==> src/rtl/hpid_pkg.sv <==
// Shared widths, fixed-point constants, register indexes and datapath types
// for the heading PID controller. No dependencies.
package hpid_pkg;

  // Field and register widths
  localparam int ANG_W      = 15;  // Q3.12 angle
  localparam int MAG_W      = ANG_W - 1;
  localparam int MS_W       = 16;
  localparam int GAIN_W     = 24;  // Q8.16 gain
  localparam int LIM_W      = 15;
  localparam int TOL_W      = 13;
  localparam int CMD_W      = 16;
  localparam int ST_W       = 16;  // integrator state
  localparam int INT_W      = 22;  // integrator sum before the clamp

  // Serial units
  localparam int MUL_A_W    = GAIN_W;
  localparam int MUL_B_W    = 25;
  localparam int PROD_W     = MUL_A_W + MUL_B_W;
  localparam int MUL_CNT_W  = $clog2(MUL_B_W);
  localparam int DIV_N_W    = 30;
  localparam int DIV_D_W    = 16;
  localparam int DIV_CNT_W  = $clog2(DIV_N_W);
  localparam int ACC_W      = 51;
  localparam int RND_SHIFT  = 16;  // Q8.16 gain times Q4.12 value back to Q4.12

  // Ports
  localparam int CFG_IDX_W  = 3;
  localparam int CFG_DATA_W = 24;
  localparam int S_TDATA_W  = 48;
  localparam int M_TDATA_W  = 32;

  localparam int MS_PER_S   = 1000;

  typedef logic signed [ANG_W-1:0]   angle_t;
  typedef logic signed [ANG_W:0]     diff_t;
  typedef logic signed [ANG_W+1:0]   dd_t;
  typedef logic        [MAG_W-1:0]   mag_t;
  typedef logic        [ANG_W:0]     ddmag_t;
  typedef logic        [MS_W-1:0]    ms_t;
  typedef logic        [GAIN_W-1:0]  gain_t;
  typedef logic        [LIM_W-1:0]   lim_t;
  typedef logic        [TOL_W-1:0]   tol_t;
  typedef logic signed [CMD_W-1:0]   cmd_t;
  typedef logic signed [ST_W-1:0]    st_t;
  typedef logic        [ST_W-1:0]    stmag_t;
  typedef logic signed [INT_W-1:0]   integ_t;
  typedef logic        [MUL_A_W-1:0] mul_a_t;
  typedef logic        [MUL_B_W-1:0] mul_b_t;
  typedef logic        [PROD_W-1:0]  prod_t;
  typedef logic        [MUL_CNT_W-1:0] mul_cnt_t;
  typedef logic        [DIV_N_W-1:0] div_num_t;
  typedef logic        [DIV_D_W-1:0] div_den_t;
  typedef logic        [DIV_CNT_W-1:0] div_cnt_t;
  typedef logic signed [ACC_W-1:0]   acc_t;
  typedef logic        [ACC_W-1:0]   accmag_t;

  localparam diff_t Q_PI     = diff_t'(12868);
  localparam diff_t Q_TWO_PI = diff_t'(25736);

  typedef enum logic [CFG_IDX_W-1:0] {
    REG_GAIN_P     = 3'd0,
    REG_GAIN_I     = 3'd1,
    REG_GAIN_D     = 3'd2,
    REG_RATE_LIMIT = 3'd3,
    REG_ANGLE_TOL  = 3'd4,
    REG_INT_LIMIT  = 3'd5
  } cfg_reg_e;

endpackage

==> src/rtl/hpid_mul.sv <==
// Radix-2 shift-add multiplier, one multiplier bit per cycle, unsigned.
// Depends on hpid_pkg for operand and product widths.
module hpid_mul (
  input  logic                clk_i,
  input  logic                rst_ni,
  input  logic                start_i,
  input  hpid_pkg::mul_a_t    a_i,
  input  hpid_pkg::mul_b_t    b_i,
  output logic                done_o,
  output hpid_pkg::prod_t     prod_o
);

  hpid_pkg::mul_a_t   a_q;
  hpid_pkg::mul_a_t   hi_q;
  hpid_pkg::mul_b_t   lo_q;
  hpid_pkg::mul_cnt_t cnt_q;
  logic               busy_q;
  logic               done_q;
  logic [hpid_pkg::MUL_A_W:0] sum;

  always_comb begin
    sum = {1'b0, hi_q} + (lo_q[0] ? {1'b0, a_q} : '0);
  end

  always_ff @(posedge clk_i or negedge rst_ni) begin
    if (!rst_ni) begin
      busy_q <= 1'b0;
      done_q <= 1'b0;
      cnt_q  <= '0;
    end else begin
      done_q <= 1'b0;
      if (start_i) begin
        a_q    <= a_i;
        hi_q   <= '0;
        lo_q   <= b_i;
        cnt_q  <= '0;
        busy_q <= 1'b1;
      end else if (busy_q) begin
        // shift the partial product right; multiplier bits leave at the bottom
        hi_q <= sum[hpid_pkg::MUL_A_W:1];
        lo_q <= {sum[0], lo_q[hpid_pkg::MUL_B_W-1:1]};
        if (cnt_q == hpid_pkg::mul_cnt_t'(hpid_pkg::MUL_B_W - 1)) begin
          busy_q <= 1'b0;
          done_q <= 1'b1;
        end else begin
          cnt_q <= cnt_q + 1'b1;
        end
      end
    end
  end

  assign done_o = done_q;
  assign prod_o = {hi_q, lo_q};

endmodule

==> src/rtl/hpid_div.sv <==
// Restoring divider, one quotient bit per cycle, unsigned, nonzero divisor.
// Depends on hpid_pkg for dividend and divisor widths.
module hpid_div (
  input  logic                clk_i,
  input  logic                rst_ni,
  input  logic                start_i,
  input  hpid_pkg::div_num_t  num_i,
  input  hpid_pkg::div_den_t  den_i,
  output logic                done_o,
  output hpid_pkg::div_num_t  quo_o
);

  hpid_pkg::div_num_t quo_q;
  hpid_pkg::div_den_t den_q;
  hpid_pkg::div_den_t rem_q;
  hpid_pkg::div_cnt_t cnt_q;
  logic               busy_q;
  logic               done_q;
  logic [hpid_pkg::DIV_D_W:0] trial;
  logic [hpid_pkg::DIV_D_W:0] trial_sub;
  logic                       fits;

  always_comb begin
    trial     = {rem_q, quo_q[hpid_pkg::DIV_N_W-1]};
    trial_sub = trial - {1'b0, den_q};
    fits      = trial >= {1'b0, den_q};
  end

  always_ff @(posedge clk_i or negedge rst_ni) begin
    if (!rst_ni) begin
      busy_q <= 1'b0;
      done_q <= 1'b0;
      cnt_q  <= '0;
    end else begin
      done_q <= 1'b0;
      if (start_i) begin
        quo_q  <= num_i;
        den_q  <= den_i;
        rem_q  <= '0;
        cnt_q  <= '0;
        busy_q <= 1'b1;
      end else if (busy_q) begin
        rem_q <= fits ? trial_sub[hpid_pkg::DIV_D_W-1:0] : trial[hpid_pkg::DIV_D_W-1:0];
        quo_q <= {quo_q[hpid_pkg::DIV_N_W-2:0], fits};
        if (cnt_q == hpid_pkg::div_cnt_t'(hpid_pkg::DIV_N_W - 1)) begin
          busy_q <= 1'b0;
          done_q <= 1'b1;
        end else begin
          cnt_q <= cnt_q + 1'b1;
        end
      end
    end
  end

  assign done_o = done_q;
  assign quo_o  = quo_q;

endmodule

==> src/rtl/heading_pid_controller.sv <==
// Heading PID controller with anti-windup, Q3.12 angles and Q8.16 gains.
// Depends on hpid_pkg, hpid_mul (serial multiplier) and hpid_div (serial divider).
//
//   channel   direction  payload
//   s_axis    in         tdata: target_angle, measured_angle, elapsed_ms; tuser: new_target
//   m_axis    out        tdata: rate_command, angle_error; tuser: reached
//   cfg       in         cfg_we_i / cfg_idx_i / cfg_data_i, write only
//
// A tick with nonzero elapsed time, from acceptance until the input is ready again, runs
// four products on the shared shift-add multiplier and two quotients on the restoring
// divider, plus the control states ST_INTEG, ST_MAG, ST_CLAMP and ST_OUT.
// A tick with zero elapsed time is taken in ST_IDLE and gives no result.
// A finished result waits in the output register; the next tick is accepted and
// worked on meanwhile, and only the final load stalls on m_axis_tready.
// Reset clears integrator, previous error and output valid flag, and sets config defaults.
module heading_pid_controller (
  input  logic                             clk_i,
  input  logic                             rst_ni,
  input  logic                             s_axis_tvalid,
  output logic                             s_axis_tready,
  // [14:0] target_angle, [29:15] measured_angle, [45:30] elapsed_ms, [47:46] zero
  input  logic [hpid_pkg::S_TDATA_W-1:0]   s_axis_tdata,
  // [0] new_target
  input  logic                             s_axis_tuser,
  output logic                             m_axis_tvalid,
  input  logic                             m_axis_tready,
  // [15:0] rate_command, [30:16] angle_error, [31] zero
  output logic [hpid_pkg::M_TDATA_W-1:0]   m_axis_tdata,
  // [0] reached
  output logic                             m_axis_tuser,
  input  logic                             cfg_we_i,
  input  logic [hpid_pkg::CFG_IDX_W-1:0]   cfg_idx_i,
  input  logic [hpid_pkg::CFG_DATA_W-1:0]  cfg_data_i
);

  typedef enum logic [3:0] {
    ST_IDLE,
    ST_IMUL,
    ST_IDIV,
    ST_INTEG,
    ST_DDIV,
    ST_PMUL,
    ST_IMAC,
    ST_DMAC,
    ST_MAG,
    ST_CLAMP,
    ST_OUT
  } state_e;

  state_e state_q;

  // Configuration
  hpid_pkg::gain_t gain_p_q, gain_i_q, gain_d_q;
  hpid_pkg::lim_t  rate_limit_q, int_limit_q;
  hpid_pkg::tol_t  tol_q;

  // Controller state and working registers
  hpid_pkg::st_t     integ_q;
  hpid_pkg::angle_t  prev_q;
  hpid_pkg::angle_t  err_q;
  hpid_pkg::ms_t     ms_q;
  hpid_pkg::div_num_t dmag_q;
  logic              dneg_q;
  hpid_pkg::acc_t    acc_q;
  hpid_pkg::accmag_t accmag_q;
  logic              accneg_q;
  hpid_pkg::cmd_t    cmd_q;
  logic              reached_q;

  // Serial unit operands
  logic               mul_start_q;
  hpid_pkg::mul_a_t   mul_a_q;
  hpid_pkg::mul_b_t   mul_b_q;
  logic               mneg_q;
  logic               mul_done;
  hpid_pkg::prod_t    mul_prod;
  logic               div_start_q;
  hpid_pkg::div_num_t div_num_q;
  hpid_pkg::div_den_t div_den_q;
  logic               div_done;
  hpid_pkg::div_num_t div_quo;

  // Output register
  logic              out_valid_q;
  hpid_pkg::cmd_t    out_cmd_q;
  hpid_pkg::angle_t  out_err_q;
  logic              out_reached_q;

  // Combinational helpers
  hpid_pkg::angle_t   in_target, in_measured, in_err;
  hpid_pkg::ms_t      in_ms;
  hpid_pkg::diff_t    diff, wrapped;
  hpid_pkg::mag_t     in_errmag, err_mag;
  hpid_pkg::integ_t   term_mag, term, isum, ilim, iclamp;
  hpid_pkg::stmag_t   integ_mag;
  hpid_pkg::dd_t      dd;
  hpid_pkg::ddmag_t   dd_mag;
  hpid_pkg::div_num_t dd_ext, dnum;
  hpid_pkg::acc_t     prod_acc, acc_next;
  hpid_pkg::accmag_t  rnd, qmag;
  hpid_pkg::lim_t     cmd_mag;
  hpid_pkg::cmd_t     cmd_next;
  logic               reached_next;
  logic               in_take;
  logic               out_free;

  always_comb begin
    in_target   = s_axis_tdata[hpid_pkg::ANG_W-1:0];
    in_measured = s_axis_tdata[2*hpid_pkg::ANG_W-1:hpid_pkg::ANG_W];
    in_ms       = s_axis_tdata[2*hpid_pkg::ANG_W+hpid_pkg::MS_W-1:2*hpid_pkg::ANG_W];

    // wrap into [-pi, pi]; one correction covers the whole input range
    diff = hpid_pkg::diff_t'(in_target) - hpid_pkg::diff_t'(in_measured);
    if (diff > hpid_pkg::Q_PI) begin
      wrapped = diff - hpid_pkg::Q_TWO_PI;
    end else if (diff < -hpid_pkg::Q_PI) begin
      wrapped = diff + hpid_pkg::Q_TWO_PI;
    end else begin
      wrapped = diff;
    end
    in_err    = hpid_pkg::angle_t'(wrapped);
    in_errmag = in_err[hpid_pkg::ANG_W-1] ? hpid_pkg::mag_t'(-in_err)
                                          : hpid_pkg::mag_t'(in_err);
    err_mag   = err_q[hpid_pkg::ANG_W-1] ? hpid_pkg::mag_t'(-err_q)
                                         : hpid_pkg::mag_t'(err_q);

    // integrator update and clamp
    term_mag = hpid_pkg::integ_t'({1'b0, div_quo[hpid_pkg::INT_W-2:0]});
    term     = err_q[hpid_pkg::ANG_W-1] ? -term_mag : term_mag;
    isum     = hpid_pkg::integ_t'(integ_q) + term;
    ilim     = hpid_pkg::integ_t'({1'b0, int_limit_q});
    if (isum > ilim) begin
      iclamp = ilim;
    end else if (isum < -ilim) begin
      iclamp = -ilim;
    end else begin
      iclamp = isum;
    end
    integ_mag = integ_q[hpid_pkg::ST_W-1] ? hpid_pkg::stmag_t'(-integ_q)
                                          : hpid_pkg::stmag_t'(integ_q);

    // derivative numerator: |change| * 1000 as 1024 - 16 - 8, plus half the divisor
    dd     = hpid_pkg::dd_t'(err_q) - hpid_pkg::dd_t'(prev_q);
    dd_mag = dd[hpid_pkg::ANG_W+1] ? hpid_pkg::ddmag_t'(-dd) : hpid_pkg::ddmag_t'(dd);
    dd_ext = hpid_pkg::div_num_t'(dd_mag);
    dnum   = (dd_ext << 10) - (dd_ext << 4) - (dd_ext << 3)
           + hpid_pkg::div_num_t'(ms_q >> 1);

    prod_acc = hpid_pkg::acc_t'(mul_prod);
    acc_next = mneg_q ? acc_q - prod_acc : acc_q + prod_acc;

    // round half away from zero on the magnitude, then clamp
    rnd  = accmag_q + hpid_pkg::accmag_t'(1 << (hpid_pkg::RND_SHIFT - 1));
    qmag = rnd >> hpid_pkg::RND_SHIFT;
    if (qmag > hpid_pkg::accmag_t'(rate_limit_q)) begin
      cmd_mag = rate_limit_q;
    end else begin
      cmd_mag = hpid_pkg::lim_t'(qmag);
    end
    reached_next = err_mag < hpid_pkg::mag_t'(tol_q);
    if (reached_next) begin
      cmd_next = '0;
    end else if (accneg_q) begin
      cmd_next = -hpid_pkg::cmd_t'(cmd_mag);
    end else begin
      cmd_next = hpid_pkg::cmd_t'(cmd_mag);
    end

    in_take  = s_axis_tvalid && (state_q == ST_IDLE);
    out_free = !out_valid_q || m_axis_tready;
  end

  // Configuration registers
  always_ff @(posedge clk_i or negedge rst_ni) begin
    if (!rst_ni) begin
      gain_p_q     <= hpid_pkg::gain_t'(196608);
      gain_i_q     <= hpid_pkg::gain_t'(7);
      gain_d_q     <= hpid_pkg::gain_t'(131072);
      rate_limit_q <= hpid_pkg::lim_t'(2048);
      tol_q        <= hpid_pkg::tol_t'(41);
      int_limit_q  <= hpid_pkg::lim_t'(4096);
    end else if (cfg_we_i) begin
      case (hpid_pkg::cfg_reg_e'(cfg_idx_i))
        hpid_pkg::REG_GAIN_P:     gain_p_q     <= cfg_data_i;
        hpid_pkg::REG_GAIN_I:     gain_i_q     <= cfg_data_i;
        hpid_pkg::REG_GAIN_D:     gain_d_q     <= cfg_data_i;
        hpid_pkg::REG_RATE_LIMIT: rate_limit_q <= cfg_data_i[hpid_pkg::LIM_W-1:0];
        hpid_pkg::REG_ANGLE_TOL:  tol_q        <= cfg_data_i[hpid_pkg::TOL_W-1:0];
        hpid_pkg::REG_INT_LIMIT:  int_limit_q  <= cfg_data_i[hpid_pkg::LIM_W-1:0];
        default: ;
      endcase
    end
  end

  // Sequencer, controller state and output register
  always_ff @(posedge clk_i or negedge rst_ni) begin
    if (!rst_ni) begin
      state_q     <= ST_IDLE;
      integ_q     <= '0;
      prev_q      <= '0;
      mul_start_q <= 1'b0;
      div_start_q <= 1'b0;
      out_valid_q <= 1'b0;
    end else begin
      mul_start_q <= 1'b0;
      div_start_q <= 1'b0;
      if (out_valid_q && m_axis_tready) begin
        out_valid_q <= 1'b0;
      end

      case (state_q)
        ST_IDLE: begin
          if (in_take) begin
            err_q <= in_err;
            ms_q  <= in_ms;
            if (s_axis_tuser) begin
              integ_q <= '0;
              prev_q  <= '0;
            end
            if (in_ms != '0) begin
              mul_a_q     <= hpid_pkg::mul_a_t'(in_ms);
              mul_b_q     <= hpid_pkg::mul_b_t'(in_errmag);
              mul_start_q <= 1'b1;
              state_q     <= ST_IMUL;
            end
          end
        end
        ST_IMUL: begin
          if (mul_done) begin
            div_num_q   <= mul_prod[hpid_pkg::DIV_N_W-1:0]
                         + hpid_pkg::div_num_t'(hpid_pkg::MS_PER_S / 2);
            div_den_q   <= hpid_pkg::div_den_t'(hpid_pkg::MS_PER_S);
            div_start_q <= 1'b1;
            state_q     <= ST_IDIV;
          end
        end
        ST_IDIV: begin
          if (div_done) begin
            state_q <= ST_INTEG;
          end
        end
        ST_INTEG: begin
          integ_q     <= hpid_pkg::st_t'(iclamp);
          prev_q      <= err_q;
          dneg_q      <= dd[hpid_pkg::ANG_W+1];
          div_num_q   <= dnum;
          div_den_q   <= ms_q;
          div_start_q <= 1'b1;
          state_q     <= ST_DDIV;
        end
        ST_DDIV: begin
          if (div_done) begin
            dmag_q      <= div_quo;
            acc_q       <= '0;
            mul_a_q     <= gain_p_q;
            mul_b_q     <= hpid_pkg::mul_b_t'(err_mag);
            mneg_q      <= err_q[hpid_pkg::ANG_W-1];
            mul_start_q <= 1'b1;
            state_q     <= ST_PMUL;
          end
        end
        ST_PMUL: begin
          if (mul_done) begin
            acc_q       <= acc_next;
            mul_a_q     <= gain_i_q;
            mul_b_q     <= hpid_pkg::mul_b_t'(integ_mag);
            mneg_q      <= integ_q[hpid_pkg::ST_W-1];
            mul_start_q <= 1'b1;
            state_q     <= ST_IMAC;
          end
        end
        ST_IMAC: begin
          if (mul_done) begin
            acc_q       <= acc_next;
            mul_a_q     <= gain_d_q;
            mul_b_q     <= dmag_q[hpid_pkg::MUL_B_W-1:0];
            mneg_q      <= dneg_q;
            mul_start_q <= 1'b1;
            state_q     <= ST_DMAC;
          end
        end
        ST_DMAC: begin
          if (mul_done) begin
            acc_q   <= acc_next;
            state_q <= ST_MAG;
          end
        end
        ST_MAG: begin
          accneg_q <= acc_q[hpid_pkg::ACC_W-1];
          accmag_q <= acc_q[hpid_pkg::ACC_W-1] ? hpid_pkg::accmag_t'(-acc_q)
                                               : hpid_pkg::accmag_t'(acc_q);
          state_q  <= ST_CLAMP;
        end
        ST_CLAMP: begin
          cmd_q     <= cmd_next;
          reached_q <= reached_next;
          state_q   <= ST_OUT;
        end
        ST_OUT: begin
          // hold until the output register drains
          if (out_free) begin
            out_valid_q   <= 1'b1;
            out_cmd_q     <= cmd_q;
            out_err_q     <= err_q;
            out_reached_q <= reached_q;
            state_q       <= ST_IDLE;
          end
        end
        default: state_q <= ST_IDLE;
      endcase
    end
  end

  hpid_mul u_mul (
    .clk_i   (clk_i),
    .rst_ni  (rst_ni),
    .start_i (mul_start_q),
    .a_i     (mul_a_q),
    .b_i     (mul_b_q),
    .done_o  (mul_done),
    .prod_o  (mul_prod)
  );

  hpid_div u_div (
    .clk_i   (clk_i),
    .rst_ni  (rst_ni),
    .start_i (div_start_q),
    .num_i   (div_num_q),
    .den_i   (div_den_q),
    .done_o  (div_done),
    .quo_o   (div_quo)
  );

  assign s_axis_tready = (state_q == ST_IDLE);
  assign m_axis_tvalid = out_valid_q;
  assign m_axis_tdata  = {{(hpid_pkg::M_TDATA_W - hpid_pkg::CMD_W - hpid_pkg::ANG_W){1'b0}},
                          out_err_q, out_cmd_q};
  assign m_axis_tuser  = out_reached_q;

endmodule

==> config.mk <==
export PLATFORM = sky130hd
export DESIGN_NAME = heading_pid_controller
export DESIGN_NICKNAME = d
export VERILOG_FILES = /design/src/rtl/hpid_pkg.sv /design/src/rtl/hpid_mul.sv /design/src/rtl/hpid_div.sv /design/src/rtl/heading_pid_controller.sv
export SDC_FILE = /design/constraint.sdc
export NUM_CORES = 2
export LEC_CHECK = 0
export BUFFER_PORTS_ARGS = -buffer_cell sky130_fd_sc_hd__clkbuf_2
export CAP_MARGIN = 20
export CORE_MARGIN = 3
export CORE_UTILIZATION = 50
export CTS_BUF_LIST = sky130_fd_sc_hd__clkbuf_2
export DETAILED_ROUTE_END_ITERATION = 10
export HOLD_SLACK_MARGIN = 0.15
export PLACE_DENSITY = 0.74
export SETUP_SLACK_MARGIN = 0.15
export SLEW_MARGIN = 20
export SYNTH_ARGS = -nofsm -noshare
export SYNTH_HDL_FRONTEND = slang
export SYNTH_SLANG_ARGS = --single-unit
export TNS_END_PERCENT = 50
==> constraint.sdc <==
create_clock -name clk_i -period 8.08 [get_ports clk_i]
set_input_delay 1.616 -clock clk_i [delete_from_list [all_inputs] [get_ports clk_i]]
set_output_delay 1.616 -clock clk_i [all_outputs]
set_load 0.01 [all_outputs]
==> results.py <==
metrics = {
    "global_routing": {
        "grt_util_all_layers_pct": 25.0,
        "antenna_found_initial": 9,
        "grt-ovfl-total": 0,
        "grt_start_max_net_pins": 79,
        "grt_pass1_wl_um": 163000,
        "grt_pass1_vias": 30300,
    },
    "sta": {
        "rsz0062_at_grt": "false",
        "min_period_over_period_pct": 91.7,
        "hold_violations": 0,
        "worst_pin_slew_ps": 1080,
        "slew_violations": 0,
        "period_minus_slack_ps": 7410,
        "clock_skew_ps": 118,
        "max_freq_mhz": 135,
        "slew_headroom_pct": 27.9,
        "fin_ws_ps": 672,
        "tns_ps": 0,
        "setup_violations": 0,
    },
    "layout": {
        "most-common-layout-cells": "edfxtp_1, clkbuf_2, nor2_1",
        "multi_input_area_um2": 21500,
        "fin_area_um2": 43200,
        "num-fill-cells": 6967,
        "area_growth_pct": 8.17,
        "drive_gt1_share_pct": 15.7,
        "seq_area_um2": 17000,
        "fin_nets": 4554,
        "final_common_cell": "edfxtp_1",
    },
    "cts": {
        "post_cts_buffers": 0,
        "root_buffer": "clkbuf_2",
        "cts_tree": "built",
        "htreeDepth": 4,
        "clk_latency_ps": 1390,
        "clk_pin_slew_ps": 110,
        "cts_num_sinks": 592,
        "clock_path_buffers": 3,
        "numCtsBuffers": 154,
    },
    "critical_path": {
        "critPathMostFrequentCell": "inv_1",
        "max_stage_delay_ps": 550,
        "critical_path_depth": 33,
        "worst_path_dominant_cell_family": "compound AO/OA/AOI/OAI gates",
        "crit_end": "div_num_q[26]",
        "crit_buf_inv": 4,
        "worstPathRequired_ps": 9110,
        "critical_path.startpoint": "err_q[0]",
        "path_max_fanout": 7,
        "start_kind": "flop",
        "r2r-start": "err_q[0]",
        "slowest_stage": "edfxtp_1",
        "crit_arrival_ps": 8440,
        "crit_type": "reg -> reg",
        "end_kind": "flop",
        "rr_endpoint": "div_num_q[26]",
        "r2r_setup_slack_ps": 670,
        "reg2regPathDepth": 33,
    },
    "yosys": {
        "ys_ff_latch": 592,
        "synth-main-ff-cell": "edfxtp_1",
        "synth_edf_count": 425,
        "avgSynthCellArea_um2": 9.89,
        "netlist.area_leader.share_pct": 31.9,
        "async_flop_share_pct": 28.2,
        "syn_nets": 4400,
        "syn-instance-count": 4041,
        "synth.area.top_cells": "edfxtp_1, dfrtp_1, ha_1",
        "synth_cell_types": 90,
        "synth_top_cell_by_area": "edfxtp_1",
        "ys_warn_count": 0,
        "yosysSeqAreaShare_pct": 42.4,
        "syn-cell-area_um2": 39900,
    },
    "routing": {
        "top_layer": "met5",
        "wire_per_inst_um": 19.4,
        "dr.pass1.iters": 7,
        "wl_met1_um": 42500,
        "wl_met3_um": 6510,
        "num_vias": 31200,
        "dr_wl_met2_um": 49700,
        "wirelength_um": 104000,
        "drt_iter0_drc": 2290,
        "ant_nets": 0,
        "drc": 0,
        "via_per_inst": 5.81,
    },
    "floorplanning": {
        "die_height_um": 289,
        "start_util_pct": 50.6,
        "die_area_um2": 83300,
        "core_area_um2": 79000,
        "die_x_um": 289,
        "io_pins": 116,
        "rows": 103,
    },
    "placed_design": {
        "pre_cts_ws_ps": 563,
        "hpwl_um": 76700,
        "portBuffers": 112,
        "gp_congestion": 0.908,
        "dpl_cell_area_um2": 41700,
    },
    "power_and_ir_drop": {
        "leakage_nw": 18.1,
        "ir_worst_vdd_uv": 115,
        "power_density_nw_per_um2": 153,
    },
    "job": {
        "drv_cap": 0,
    },
    "worst_hold_path": {
        "min_path_type": "reg -> reg",
    },
    "run_status": {
        "status": "complete, no violations",
    },
}
[worst register-to-register path, delay by kind of cell (launching register included)]
family,cells,cell delay [ps]
buffers and inverters,4,360
and+or+nand+nor,7,1250
adders and majority gates,4,1370
DFF,1,550
AOI/OAI and AO/OA,14,2760
xor gates and xnor gates,4,800
[timing repair]
action / in CTS / in global routing
gates resized for setup: 0 / 5
setup endpoints to repair: 0 / 6
hold buffers: 1 / 0
endpoints found under the hold margin: 12 / 0
[sequential cells by signal, summed over array words and instances (netlist names), 25 cells and up]
name         cells
acc_q           51
accmag_q        36
div_num_q       30
dmag_q          25
mul_b_q         25
u_div.quo_o     30
u_mul.lo_q      25
[cell families (layout without fill, tap and decap cells)]
logic type / Yosys count / count (layout) / synth area share [%]
and+or+nand+nor: 1189 / 1189 / 14.8
AOI/OAI and AO/OA: 937 / 937 / 14.7
other: 1 / 7 / 0.00939
buffers and inverters: 430 / 711 / 4.05
DFF: 592 / 592 / 42.4
adders and majority gates: 278 / 278 / 8.97
muxes: 248 / 248 / 6.84
xor gates and xnor gates: 366 / 366 / 8.20
[cell usage after synthesis (all sizes together), types with 11 or more instances]
cell type and number:
or3 51, and2 60, inv 270, nand3 82
nor4 34, clkbuf 146, edfxtp 425, ha 264
buf 14, dfstp 11, a211oi 38, dfrtp 156
xnor2 264, nor3 85, or4 20, o211ai 17
mux2 180, a21boi 16, a21o 93, or2 25
mux2i 66, and3 33, nand2 285, o21a 44
xor2 97, a31oi 30, o22ai 28, nand4 51
fa 14, nand2b 50, o21ai 266, a21oi 236
o21bai 11, nor2b 43, nor3b 16, a22o 16
nor2 323, o31ai 38
[report_power, final]
part	internal (mW)	leakage [nW]	total (mW)	switching, mW
logic	0.415	10.9	0.954	0.539
clock network	0.853	1.11	2.15	1.29
registers	3.39	6.13	3.50	0.107
total	4.66	18.1	6.60	1.94
[through the flow]
step	util, %	hold slack, ps	instances	power [mW]
final	54.7	381	5378	6.60
after CTS	54.6	362	5372	6.66
after global placement	52.7	401	5087	4.48
after detailed placement	52.8	405	5088	4.51
after global routing	54.7	391	5375	6.94
after floorplan	-	400	4041	4.22
[cell type report]
type	count	share of cell area, %
antenna	6	0.0347
clock buffer	238	2.76
clock inverter	45	0.605
inverter	270	2.35
multi-input combinational	3019	49.8
sequential	592	39.3
tap	1050	3.04
timing repair buffer	158	2.17
[layer usage]
metal / global-route usage [%] / up-vias
li1: - / 15100
met1: 30.8 / 14900
met2: 41.7 / 1000
met3: 4.78 / 273
met4: 13.2 / 6
met5: 0 / -
[how the worst min path moves through the flow]
| stage | from | end | slack [ps] | cells after the start |
|---|---|---|---|---|
| after floorplan | reached_q | m_axis_tuser | 400 | 0 |
| after global placement | mul_a_q[8] | u_mul.a_q[8] | 400 | 0 |
| after detailed placement | cmd_q[8] | out_cmd_q[8] | 400 | 0 |
| after CTS | cfg_data_i[22] | gain_d_q[22] | 360 | 2 |
| after global routing | div_den_q[3] | u_div.den_q[3] | 390 | 0 |
| final | div_den_q[2] | u_div.den_q[2] | 380 | 0 |
No activity file was read; power rests on OpenSTA's default activity.
